**src/rtl/wirt_pkg.sv**
```systemverilog
package wirt_pkg;

    // Number of tracked sequence numbers; slot and count widths follow from it.
    localparam int WINDOW = 32;
    localparam int SLOT_W = $clog2(WINDOW);
    localparam int CNT_W  = $clog2(WINDOW + 1);

    typedef enum logic [1:0] {
        OP_ADD      = 2'd0,
        OP_DONE     = 2'd1,
        OP_REASSIGN = 2'd2,
        OP_UNUSED   = 2'd3
    } op_t;

    typedef enum logic [2:0] {
        ST_ASSIGNED   = 3'd0,
        ST_REASSIGNED = 3'd1,
        ST_NONE       = 3'd2,
        ST_RELEASED   = 3'd3,
        ST_DUPLICATE  = 3'd4,
        ST_UNKNOWN    = 3'd5,
        ST_FULL       = 3'd6,
        ST_HELD       = 3'd7
    } status_t;

    typedef enum logic {
        BK_IDLE,
        BK_RELEASE
    } bk_state_t;

    // One command word passed from the front end to the back end.
    typedef struct packed {
        op_t         op;
        logic [31:0] seq;
        logic [31:0] tag;
    } cmd_t;

    // Slot arithmetic modulo the window size.
    function automatic logic [SLOT_W-1:0] slot_add(input logic [SLOT_W-1:0] a,
                                                   input logic [SLOT_W-1:0] b);
        logic [SLOT_W:0] sum;
        sum = {1'b0, a} + {1'b0, b};
        if (sum >= (SLOT_W+1)'(WINDOW)) begin
            sum = sum - (SLOT_W+1)'(WINDOW);
        end
        return sum[SLOT_W-1:0];
    endfunction

    function automatic logic [SLOT_W-1:0] slot_sub(input logic [SLOT_W-1:0] a,
                                                   input logic [SLOT_W-1:0] b);
        logic [SLOT_W:0] dif;
        if (a >= b) begin
            dif = {1'b0, a} - {1'b0, b};
        end else begin
            dif = {1'b0, a} + (SLOT_W+1)'(WINDOW) - {1'b0, b};
        end
        return dif[SLOT_W-1:0];
    endfunction

endpackage

```
**src/rtl/wirt_front.sv**
```systemverilog
module wirt_front import wirt_pkg::*; (
    input  logic        aclk,
    input  logic        aresetn,
    input  logic        s_valid,
    output logic        s_ready,
    input  logic [1:0]  s_op,
    input  logic [31:0] s_seq,
    input  logic [31:0] s_item_tag,
    output logic        cmd_valid,
    input  logic        cmd_ready,
    output cmd_t        cmd
);

    cmd_t        fifo_reg [2];
    logic        wr_ptr_reg, wr_ptr_next;
    logic        rd_ptr_reg, rd_ptr_next;
    logic [1:0]  count_reg, count_next;
    logic        push, pop;

    // Accept while the two-word queue has room; unused opcodes are dropped here.
    assign s_ready   = (count_reg != 2'd2);
    assign push      = s_valid && s_ready && (op_t'(s_op) != OP_UNUSED);
    assign cmd_valid = (count_reg != 2'd0);
    assign pop       = cmd_valid && cmd_ready;
    assign cmd       = fifo_reg[rd_ptr_reg];

    always_comb begin
        wr_ptr_next = push ? ~wr_ptr_reg : wr_ptr_reg;
        rd_ptr_next = pop ? ~rd_ptr_reg : rd_ptr_reg;
        count_next  = count_reg + {1'b0, push} - {1'b0, pop};
    end

    always_ff @(posedge aclk) begin
        if (!aresetn) begin
            wr_ptr_reg <= 1'b0;
            rd_ptr_reg <= 1'b0;
            count_reg  <= 2'd0;
        end else begin
            wr_ptr_reg <= wr_ptr_next;
            rd_ptr_reg <= rd_ptr_next;
            count_reg  <= count_next;
        end
    end

    // Payload storage needs no reset.
    always_ff @(posedge aclk) begin
        if (push) begin
            fifo_reg[wr_ptr_reg] <= '{op: op_t'(s_op), seq: s_seq, tag: s_item_tag};
        end
    end

endmodule

```
**src/rtl/wirt_back.sv**
```systemverilog
module wirt_back import wirt_pkg::*; (
    input  logic        aclk,
    input  logic        aresetn,
    input  logic        cmd_valid,
    output logic        cmd_ready,
    input  cmd_t        cmd,
    output logic        m_valid,
    input  logic        m_ready,
    output logic [2:0]  m_status,
    output logic [31:0] m_out_seq,
    output logic [31:0] m_out_tag,
    output logic        m_last,
    output logic [31:0] m_done_count
);

    bk_state_t          state_reg, state_next;
    logic [31:0]        next_seq_reg, next_seq_next;
    logic [31:0]        oldest_reg, oldest_next;
    logic [SLOT_W-1:0]  oslot_reg, oslot_next;
    logic [31:0]        compl_reg, compl_next;
    logic [WINDOW-1:0]  ip_reg, ip_next;
    logic [WINDOW-1:0]  held_reg, held_next;
    logic [31:0]        tag_reg [WINDOW];
    logic [SLOT_W-1:0]  nlink_reg [WINDOW];
    logic [SLOT_W-1:0]  nlink_next [WINDOW];
    logic [SLOT_W-1:0]  plink_reg [WINDOW];
    logic [SLOT_W-1:0]  plink_next [WINDOW];
    logic [SLOT_W-1:0]  head_reg, head_next;
    logic [SLOT_W-1:0]  tail_reg, tail_next;
    logic [CNT_W-1:0]   qcnt_reg, qcnt_next;
    logic [CNT_W-1:0]   k_reg, k_next;

    logic               m_valid_reg, m_valid_next;
    status_t            m_status_reg, m_status_next;
    logic [31:0]        m_seq_reg, m_seq_next;
    logic [31:0]        m_tag_reg, m_tag_next;
    logic               m_last_reg, m_last_next;
    logic [31:0]        m_cnt_reg, m_cnt_next;

    logic               out_free, exec, step;
    logic               tag_we;
    logic [SLOT_W-1:0]  tag_addr;
    logic [31:0]        outstanding, seq_dist, back_dist;
    logic [SLOT_W-1:0]  s_slot, h_slot, n_slot, p_slot, nx_slot;
    logic               more;

    assign out_free  = !m_valid_reg || m_ready;
    assign exec      = (state_reg == BK_IDLE) && cmd_valid && out_free;
    assign step      = (state_reg == BK_RELEASE) && out_free;
    assign cmd_ready = exec;

    assign m_valid      = m_valid_reg;
    assign m_status     = m_status_reg;
    assign m_out_seq    = m_seq_reg;
    assign m_out_tag    = m_tag_reg;
    assign m_last       = m_last_reg;
    assign m_done_count = m_cnt_reg;

    // Window position of the incoming command.
    assign outstanding = next_seq_reg - oldest_reg;
    assign seq_dist    = cmd.seq - oldest_reg;
    assign back_dist   = oldest_reg - cmd.seq;
    assign h_slot      = head_reg;
    assign nx_slot     = slot_add(oslot_reg, SLOT_W'(1));
    assign more        = (oldest_reg + 32'd1 != next_seq_reg) &&
                         held_reg[nx_slot] &&
                         ({1'b0, k_reg} + (CNT_W+1)'(1) < (CNT_W+1)'(WINDOW));

    always_comb begin
        if (cmd.op == OP_ADD) begin
            s_slot = slot_add(oslot_reg, outstanding[SLOT_W-1:0]);
        end else if (cmd.op == OP_REASSIGN) begin
            s_slot = h_slot;
        end else begin
            s_slot = slot_add(oslot_reg, seq_dist[SLOT_W-1:0]);
        end
        n_slot = nlink_reg[s_slot];
        p_slot = plink_reg[s_slot];
    end

    // Next state of the release sequencer.
    always_comb begin
        state_next = state_reg;
        case (state_reg)
            BK_IDLE: begin
                if (exec && cmd.op == OP_DONE && seq_dist < outstanding &&
                    !held_reg[s_slot] && ip_reg[s_slot] && seq_dist == 32'd0) begin
                    state_next = BK_RELEASE;
                end
            end
            BK_RELEASE: begin
                if (step && !more) begin
                    state_next = BK_IDLE;
                end
            end
            default: state_next = BK_IDLE;
        endcase
    end

    // Command execution, release steps and the result register.
    always_comb begin
        next_seq_next = next_seq_reg;
        oldest_next   = oldest_reg;
        oslot_next    = oslot_reg;
        compl_next    = compl_reg;
        ip_next       = ip_reg;
        held_next     = held_reg;
        nlink_next    = nlink_reg;
        plink_next    = plink_reg;
        head_next     = head_reg;
        tail_next     = tail_reg;
        qcnt_next     = qcnt_reg;
        k_next        = k_reg;
        tag_we        = 1'b0;
        tag_addr      = s_slot;
        m_valid_next  = m_valid_reg && !m_ready;
        m_status_next = m_status_reg;
        m_seq_next    = m_seq_reg;
        m_tag_next    = m_tag_reg;
        m_last_next   = m_last_reg;
        m_cnt_next    = m_cnt_reg;

        if (exec) begin
            m_seq_next  = 32'd0;
            m_tag_next  = 32'd0;
            m_last_next = 1'b1;
            m_cnt_next  = compl_reg;
            case (cmd.op)
                OP_ADD: begin
                    m_valid_next = 1'b1;
                    if (outstanding >= 32'(WINDOW)) begin
                        m_status_next = ST_FULL;
                    end else begin
                        tag_we            = 1'b1;
                        ip_next[s_slot]   = 1'b1;
                        held_next[s_slot] = 1'b0;
                        if (qcnt_reg == '0) begin
                            head_next = s_slot;
                        end else begin
                            nlink_next[tail_reg] = s_slot;
                            plink_next[s_slot]   = tail_reg;
                        end
                        tail_next     = s_slot;
                        qcnt_next     = qcnt_reg + CNT_W'(1);
                        m_status_next = ST_ASSIGNED;
                        m_seq_next    = next_seq_reg;
                        next_seq_next = next_seq_reg + 32'd1;
                    end
                end
                OP_REASSIGN: begin
                    m_valid_next = 1'b1;
                    if (qcnt_reg == '0) begin
                        m_status_next = ST_NONE;
                    end else begin
                        // Move the head to the back: unlink it, then append it.
                        if (qcnt_reg > CNT_W'(1)) begin
                            head_next            = n_slot;
                            plink_next[n_slot]   = p_slot;
                            nlink_next[tail_reg] = h_slot;
                            plink_next[h_slot]   = tail_reg;
                            tail_next            = h_slot;
                        end
                        m_status_next = ST_REASSIGNED;
                        m_seq_next    = oldest_reg +
                                        32'(slot_sub(h_slot, oslot_reg));
                        m_tag_next    = tag_reg[h_slot];
                    end
                end
                OP_DONE: begin
                    if (seq_dist >= outstanding) begin
                        m_valid_next = 1'b1;
                        if (back_dist >= 32'd1 && back_dist <= 32'h8000_0000) begin
                            m_status_next = ST_DUPLICATE;
                        end else begin
                            m_status_next = ST_UNKNOWN;
                        end
                    end else if (held_reg[s_slot]) begin
                        m_valid_next  = 1'b1;
                        m_status_next = ST_DUPLICATE;
                    end else if (!ip_reg[s_slot]) begin
                        m_valid_next  = 1'b1;
                        m_status_next = ST_UNKNOWN;
                    end else begin
                        // Take the slot off the in-progress list.
                        if (s_slot == head_reg) begin
                            head_next = n_slot;
                        end else begin
                            nlink_next[p_slot] = n_slot;
                        end
                        if (s_slot == tail_reg) begin
                            tail_next = p_slot;
                        end else begin
                            plink_next[n_slot] = p_slot;
                        end
                        if (qcnt_reg != '0) begin
                            qcnt_next = qcnt_reg - CNT_W'(1);
                        end
                        ip_next[s_slot] = 1'b0;
                        compl_next      = compl_reg + 32'd1;
                        if (seq_dist != 32'd0) begin
                            held_next[s_slot] = 1'b1;
                            m_valid_next      = 1'b1;
                            m_status_next     = ST_HELD;
                            m_seq_next        = cmd.seq;
                            m_cnt_next        = compl_reg + 32'd1;
                        end else begin
                            k_next = '0;
                        end
                    end
                end
                default: begin
                    m_valid_next = m_valid_reg && !m_ready;
                end
            endcase
        end

        // One released word per step, oldest first.
        if (step) begin
            held_next[oslot_reg] = 1'b0;
            oldest_next          = oldest_reg + 32'd1;
            oslot_next           = nx_slot;
            k_next               = k_reg + CNT_W'(1);
            m_valid_next         = 1'b1;
            m_status_next        = ST_RELEASED;
            m_seq_next           = oldest_reg;
            m_tag_next           = 32'd0;
            m_last_next          = !more;
            m_cnt_next           = compl_reg;
        end
    end

    always_ff @(posedge aclk) begin
        if (!aresetn) begin
            state_reg    <= BK_IDLE;
            next_seq_reg <= '0;
            oldest_reg   <= '0;
            oslot_reg    <= '0;
            compl_reg    <= '0;
            ip_reg       <= '0;
            held_reg     <= '0;
            head_reg     <= '0;
            tail_reg     <= '0;
            qcnt_reg     <= '0;
            k_reg        <= '0;
            m_valid_reg  <= 1'b0;
        end else begin
            state_reg    <= state_next;
            next_seq_reg <= next_seq_next;
            oldest_reg   <= oldest_next;
            oslot_reg    <= oslot_next;
            compl_reg    <= compl_next;
            ip_reg       <= ip_next;
            held_reg     <= held_next;
            head_reg     <= head_next;
            tail_reg     <= tail_next;
            qcnt_reg     <= qcnt_next;
            k_reg        <= k_next;
            m_valid_reg  <= m_valid_next;
        end
    end

    // Link and tag storage and result payload carry no reset.
    always_ff @(posedge aclk) begin
        nlink_reg    <= nlink_next;
        plink_reg    <= plink_next;
        m_status_reg <= m_status_next;
        m_seq_reg    <= m_seq_next;
        m_tag_reg    <= m_tag_next;
        m_last_reg   <= m_last_next;
        m_cnt_reg    <= m_cnt_next;
        if (tag_we) begin
            tag_reg[tag_addr] <= cmd.tag;
        end
    end

    // The in-progress list length equals the number of slots marked in progress.
    assert property (@(posedge aclk) disable iff (!aresetn)
        $countones(ip_reg) == 32'(qcnt_reg))
        else $error("queue count disagrees with in-progress slots");

    // A slot is never both held and in progress.
    assert property (@(posedge aclk) disable iff (!aresetn)
        (ip_reg & held_reg) == '0)
        else $error("slot both held and in progress");

    // A release run only walks over outstanding numbers.
    assert property (@(posedge aclk) disable iff (!aresetn)
        state_reg == BK_RELEASE |-> oldest_reg != next_seq_reg)
        else $error("release run beyond issued numbers");

    // No new command is taken while a release run is in flight.
    assert property (@(posedge aclk) disable iff (!aresetn)
        state_reg == BK_RELEASE |-> !cmd_ready)
        else $error("command taken during release run");

endmodule

```
**src/rtl/work_item_reorder_tracker.sv**
```systemverilog
// Reorder tracker for dispatched work items over a window of 32 sequence numbers.
// Each accepted word of op 0 (add), op 2 (reassign) or op 1 (done) that does not
// release anything produces one result word in the cycle after it leaves a two-word
// input queue; op 3 produces nothing. A done for the oldest outstanding number
// starts a release run of n numbers, at one result word per cycle while the result
// register is free (n at most 32, last set on the final word); the back end takes
// no new command until the run ends. The two-word input queue lets the input side keep
// accepting while a finished word waits in the result register for m_ready.
module work_item_reorder_tracker import wirt_pkg::*; (
    input  logic        aclk,
    input  logic        aresetn,
    input  logic        s_valid,
    output logic        s_ready,
    input  logic [1:0]  s_op,
    input  logic [31:0] s_seq,
    input  logic [31:0] s_item_tag,
    output logic        m_valid,
    input  logic        m_ready,
    output logic [2:0]  m_status,
    output logic [31:0] m_out_seq,
    output logic [31:0] m_out_tag,
    output logic        m_last,
    output logic [31:0] m_done_count
);

    logic cmd_valid;
    logic cmd_ready;
    cmd_t cmd;

    // Front end: accept and queue commands.
    wirt_front u_front (
        .aclk       (aclk),
        .aresetn    (aresetn),
        .s_valid    (s_valid),
        .s_ready    (s_ready),
        .s_op       (s_op),
        .s_seq      (s_seq),
        .s_item_tag (s_item_tag),
        .cmd_valid  (cmd_valid),
        .cmd_ready  (cmd_ready),
        .cmd        (cmd)
    );

    // Back end: window state, in-progress list and release runs.
    wirt_back u_back (
        .aclk         (aclk),
        .aresetn      (aresetn),
        .cmd_valid    (cmd_valid),
        .cmd_ready    (cmd_ready),
        .cmd          (cmd),
        .m_valid      (m_valid),
        .m_ready      (m_ready),
        .m_status     (m_status),
        .m_out_seq    (m_out_seq),
        .m_out_tag    (m_out_tag),
        .m_last       (m_last),
        .m_done_count (m_done_count)
    );

endmodule
```
**config.mk**
```make
export PLATFORM = sky130hd
export DESIGN_NAME = work_item_reorder_tracker
export DESIGN_NICKNAME = d
export VERILOG_FILES = /design/src/rtl/wirt_pkg.sv /design/src/rtl/wirt_front.sv /design/src/rtl/wirt_back.sv /design/src/rtl/work_item_reorder_tracker.sv
export SDC_FILE = /design/constraint.sdc
export NUM_CORES = 2
export LEC_CHECK = 0
export BUFFER_PORTS_ARGS = -buffer_cell sky130_fd_sc_hd__buf_4
export CORE_MARGIN = 2
export CORE_UTILIZATION = 51
export DETAILED_ROUTE_END_ITERATION = 10
export PLACE_DENSITY = 0.75
export SLEW_MARGIN = 20
export SYNTH_ARGS = -nofsm -noshare
export SYNTH_HDL_FRONTEND = slang
export SYNTH_HIERARCHICAL = 1
export SYNTH_SLANG_ARGS = --single-unit
```
**constraint.sdc**
```tcl
create_clock -name aclk -period 7.7 [get_ports aclk]
set_input_delay 0.385 -clock aclk [delete_from_list [all_inputs] [get_ports aclk]]
set_output_delay 0.385 -clock aclk [all_outputs]
set_load 0.01 [all_outputs]
```
After elaboration in Yosys (flattened, before gate mapping)
Memory sizes are Yosys's and may differ from the RTL's. A register that Yosys moved wholly into a read port is not among the register bits.
Index checks and enable logic that the tools add are counted.
- bits in writable memories: 1156
- bits in read-only memories: 0
- register bits: 613
- bits in latches: 0
- memories: 2
- output and inout port bits: 102
- word-level logic and storage cells: 377
- input bits: 70
- $mul: 0
- add/subtract/negate cells: 22
- reduce and logical (&&, ||, !) cells: 50
- bitwise logic cells: 18
- div/mod/pow operators: 0
- eq/ne operators: 24
- shift operators: 0
- $lt $le $gt $ge: 26
- mux-type cells: 151
- memories (name ; words ; width ; rd ports ; clocked after Yosys merged registers in ; write ports ; line ; text):
    u_back.tag_reg ; 32 ; 32 ; 1 ; 1 ; 1 ; wirt_back.sv:23 ; logic [31:0] tag_reg [WINDOW];
    u_front.fifo_reg ; 2 ; 66 ; 1 ; 1 ; 1 ; wirt_front.sv:14 ; cmd_t fifo_reg [2];
- operators with widths (cell ; count):
    160-bit two-way mux ; 16
    160-bit bitwise mux ; 6
    160-bit case mux with 3 select lines ; 2
    32-bit two-way mux ; 28
    5-bit two-way mux ; 35
    32-bit case mux with 2 select lines ; 2
    5-bit demux with 5-bit select ; 5
    32-bit by 1-bit adder with 32-bit output, second input constant ; 3
    32-bit bitwise AND ; 3
    32-bit case mux with 3 select lines ; 1
    32-bit subtractor ; 3
    6-bit two-way mux ; 12
    32-bit NOT ; 2
    32-bit OR ; 2
    5-bit binary-select mux with 5-bit select ; 2
    6-bit greater-or-equal comparator, second input constant ; 8
    32-bit by 5-bit adder with 32-bit output ; 1
    32-bit by 1-bit greater-or-equal comparator with 1-bit output, second input constant ; 1
    32-bit greater-or-equal comparator ; 1
    32-bit by 6-bit greater-or-equal comparator with 1-bit output, second input constant ; 1
    32-bit <= comparator, second input constant ; 1
    32-bit logical NOT ; 1
    32-bit < comparator ; 1
    32-bit inequality test ; 1
    49 further kinds ; 153

Depth between registers and ports, before layout
- depth in word-level cells: 21
- gate-level depth with buffers: 27
- depth with buffers taken out: 23

By module
Netlist, hierarchy kept.
- modules (own cells, without submodules) (module ; area an instance (µm²) ; cells each ; times used):
    wirt_back ; 87098.5 ; 7214 ; 1
    wirt_front ; 5161.2 ; 231 ; 1

Worst setup path after synthesis
No wires, ideal clock.
- path type: flip-flop to flip-flop
- from: reg with a tool-made name
- to: reg u_back.held_reg[0]
- arrival: 5880 ps
- setup time: 222 ps
- clock period less this slack: 6102 ps
- buffers on the path: 6
- cell stages (with the launch flop): 22
- setup slack: 1598 ps
- cell sequence: dfxtp_1 -> buf_6 -> buf_6 -> mux2_4 -> inv_1 -> ha_1 -> nor2b_1 -> o21a_1 -> o21a_1 -> nor2_1 -> ha_1 -> a21oi_1 -> xnor2_1 -> o41ai_4 -> a211o_2 -> buf_6 -> buf_4 -> clkbuf_1 -> clkbuf_1 -> nand3_1 -> nor2_1 -> a221oi_1
- RTL lines (what ; line ; text):
    end signal: assignment ; wirt_back.sv:253 ; held_reg <= held_next;
    end: declaration ; wirt_back.sv:22 ; logic [WINDOW-1:0] held_reg, held_next;

==> summary.txt <==
Synthesis
  – Number of flops mapped to enable cells by yosys: 1541
  – Sequential-to-total area share from yosys stat: 55.23%
  – Yosys Warn Count: 6
  – #FFs+latches synth: 1775
  – Mapped Avg Cell Area: 12.39 um2
  – Netlist Area Pre-Place: 0.09226 mm2
  – Post-synth ARST share: 0%
  – Ys flop type: edfxtp_1
  – Post-Syn Instances: 7445
  – Net count after synthesis: 7683
  – Synth unique cells: 117

Power
  – Net Sw Frac: 41.26%
  – Clk pwr share: 24.1%
  – Logic pwr share: 42.9%
  – Pwr Density: 366.7 mW/mm2
  – Pwr Total: 37830 uW
  – Internal power: 22220 uW
  – Leak pwr: 0.03423 uW
  – Maximum vdd drop: 0.6576 mV
  – Sequential Power Share: 33.1%
  – P_sw: 15610 uW

Final layout
  – Commonest non-fill, non-tap cell in the layout: edfxtp_1
  – Most frequent cells in the layout: edfxtp_1 (1541), nand2_1 (633), nor2_1 (500)
  – Share of cells above drive strength 1: 17.02%
  – P&R area growth vs syn: 11.81%
  – Final nets: 7754
  – Post-route cell area: 0.1032 mm2

Clock tree
  – Clock sinks: 1775
  – Root Driver: clkbuf_16
  – Latest clock arrival within the worst-skew pair: 0.87 ns
  – Clock-pin transition on the worst setup and hold timing paths: 0.06 ns
  – CTS Buf Count: 180
  – H-Tree Depth: 4
  – CTS tree: yes
  – CTS max path bufs: 3

Global routing
  – First-pass GRT wire length: 457.8 mm
  – Number of global-route vias before repair: 67006
  – Initial antenna violation count: 6
  – Largest net degree at the start of global routing: 171
  – GRT Util Overall: 33.51%
  – Gr ovfl total: 0

Flow run
  – Max-Cap Viols: 0

Worst hold path
  – Path type of the worst min-delay path: input port to flop
  – Hold Startpoint: s_valid
  – WHS Endpoint: u_front/wr_ptr_reg
  – Hold path cells: 3

Worst setup path
  – Worst EP arrival: 7.80 ns
  – R2R cell count: 22
  – Setup crit end kind: flop
  – Flop-to-flop setup slack: 0.33 ns
  – CP max stage delay: 0.63 ns
  – Crit Path Category: flop to flop
  – CP Launch Type: flop
  – Required time worst endpoint: 8.13 ns
  – CP max FO: 22
  – CP Cell Sequence: buf_4 > mux2_4 > inv_1 > ha_1 > a21oi_1 > o21ai_0 > o21a_1 > o31a_1 > or4b_2 > and3_1 > ha_1 > a21o_1 > a211oi_1 > o21ai_0 > o221a_2 > or2_2 > o31ai_1 > and3_1 > nand3_1 > buf_12 > buf_4 > a21oi_1
  – CP max-delay cell: or4b_2

Timing
  – Tcrit/Tclk final: 95.75%
  – Final hold viol count: 0
  – Rel. slew slack: 19.16%
  – Min Tclk post-route: 7.373 ns
  – Post-route setup slack: 0.3269 ns
  – Unrepaired setup endpoints after global routing: no
  – Setup violators final: 0
  – Final Max Slew Viols: 0
  – Setup TNS: 0 ns
  – Worst-Margin Slew: 1.213 ns
  – Fmax: 0.1356 GHz
  – Layout Skew: 0.09009 ns

Placement
  – DP HPWL: 196.5 mm
  – GPL Wtd Cong: 1.009
  – Port bufs: 171
  – DP Area: 0.09623 mm2
  – Post-place setup slack: 0.4339 ns

Floorplanning
  – Core area: 0.1802 mm2
  – Initial Util: 51.21%
  – Ports: 172
  – # rows: 156
  – Die width: 429.3 um
  – Die area: 0.1843 mm2
  – Die height: 429.3 um

Routing
  – Routed Antenna Nets: 0
  – Wirelength per Cell: 31.69 um
  – Initial DRC count: 10611
  – Vias: 69985
  – Via/cell ratio: 6.969
  – Final WL: 318.2 mm
  – # DRC: 0
  – Drt first pass iters: 9

Run status
  – Outcome: finished, final reports clean
[synth_stat cells (24+ instances only)]
cell type,instances,area share (%)
edfxtp_1,1541,50
nand2_1,640,2.6
nor2_1,537,2.2
a21oi_1,480,2.6
clkbuf_1,376,1.5
mux4_2,352,8.6
mux2i_1,328,3.6
o21ai_0,291,1.6
nand3_1,278,1.5
dfxtp_1,234,5.1
xnor2_1,169,1.6
ha_1,161,2.2
inv_1,133,0.54
o211ai_1,111,0.90
a31oi_1,108,0.73
o22ai_1,99,0.67
buf_2,88,0.48
mux2_2,86,1.0
nor3_1,81,0.44
xor2_1,77,0.73
nand4_1,69,0.47
and3_1,64,0.43
or3_1,60,0.41
a21o_1,56,0.46
a22oi_1,53,0.43
o31ai_1,52,0.42
a211oi_1,51,0.41
a221oi_1,48,0.46
a311o_1,47,0.51
buf_1,47,0.19
o21a_1,45,0.37
nor4_1,44,0.30
mux2_4,41,0.67
and2_1,39,0.26
o311ai_0,39,0.37
nand2b_1,33,0.22
o21bai_1,29,0.24
a22o_1,26,0.25
o211a_1,25,0.27
buf_4,24,0.20
[layout make-up]
| cell class | count | area [um2] |
|---|---|---|
| Timing Repair Buffer | 444 | 3726 |
| Clock buffer | 230 | 4812 |
| Inverter | 139 | 523.0 |
| Antenna cell | 4 | 10.01 |
| Tap cell | 2370 | 2965 |
| Fill cell | 14016 | 77010 |
| Sequential cell | 1775 | 50990 |
| Clock inverter | 105 | 1334 |
| Multi-Input combinational cell | 4976 | 38790 |
[repair_timing]
| item | 4_1_cts | 5_1_grt |
|---|---|---|
| setup endpoints to repair | 0 | 53 |
| buffers inserted | 0 | 1 |
| endpoints found under the hold margin | 132 | 0 |
| resized for setup | 0 | 2 |
| hold buffers | 66 | 0 |
[worst max path at each step]
stage	start	end	slack [ns]	cells after the start
2_1_floorplan	flop	u_back/held_reg[0]	1.60	21
3_3_place_gp	flop	flop	0.53	22
3_5_place_dp	flop	flop	0.43	22
4_1_cts	flop	flop	0.38	22
5_1_grt	flop	flop	0.07	22
6_report	flop	flop	0.33	22
[metal layers]
layer	routed length, um	share of wire (%)	GRT usage [%]	vias to the layer above
li1	-	-	-	29000
met1	115800	36	44.21	34584
met2	145800	46	52.18	5364
met3	36750	12	6.704	1031
met4	19810	6.2	18.48	6
met5	72	0.023	0	-
[through the flow]
stage / hold WS (ns) / std cells / util, %
floorplan: 0.4430 / 7445 / -
global placement: 0.4575 / 9634 / 53.41
detailed placement: 0.4889 / 9634 / 53.41
CTS: 0.1952 / 10035 / 57.19
global route: 0.2031 / 10040 / 57.25
finish: 0.2430 / 10043 / 57.26
[kinds of logic (layout without fill, tap and decap cells)]
logic type / count (synthesis) / in the layout / synth area share, %
AOI/OAI and AO/OA: 1743 / 1743 / 12.50
buffers and inverters: 694 / 918 / 3.203
DFF: 1775 / 1775 / 55.23
adders and majority gates: 168 / 168 / 2.335
xor gates and xnor gates: 246 / 246 / 2.335
other: 0 / 4 / 0
and+or+nand+nor: 2005 / 2005 / 10.42
muxes: 814 / 814 / 13.97
[critical path: cells and delay by family, from the launching register on]
kind                       cells  cell delay (ns)
AOI/OAI and AO/OA             10             2.63
adders and majority gates      2             0.72
buffers and inverters          4             0.85
DFF                            1             0.59
muxes                          1             0.36
and+or+nand+nor                5             1.79
[power by group through the flow]
stage,clock (uW),combinational (uW),sequential (uW)
floorplan,0,10100,12400
global placement,0,15100,12700
detailed placement,0,15400,12700
CTS,9170,15600,12500
global route,9510,16700,12500
finish,9110,16200,12500
No activity file was read; power rests on OpenSTA's default activity.
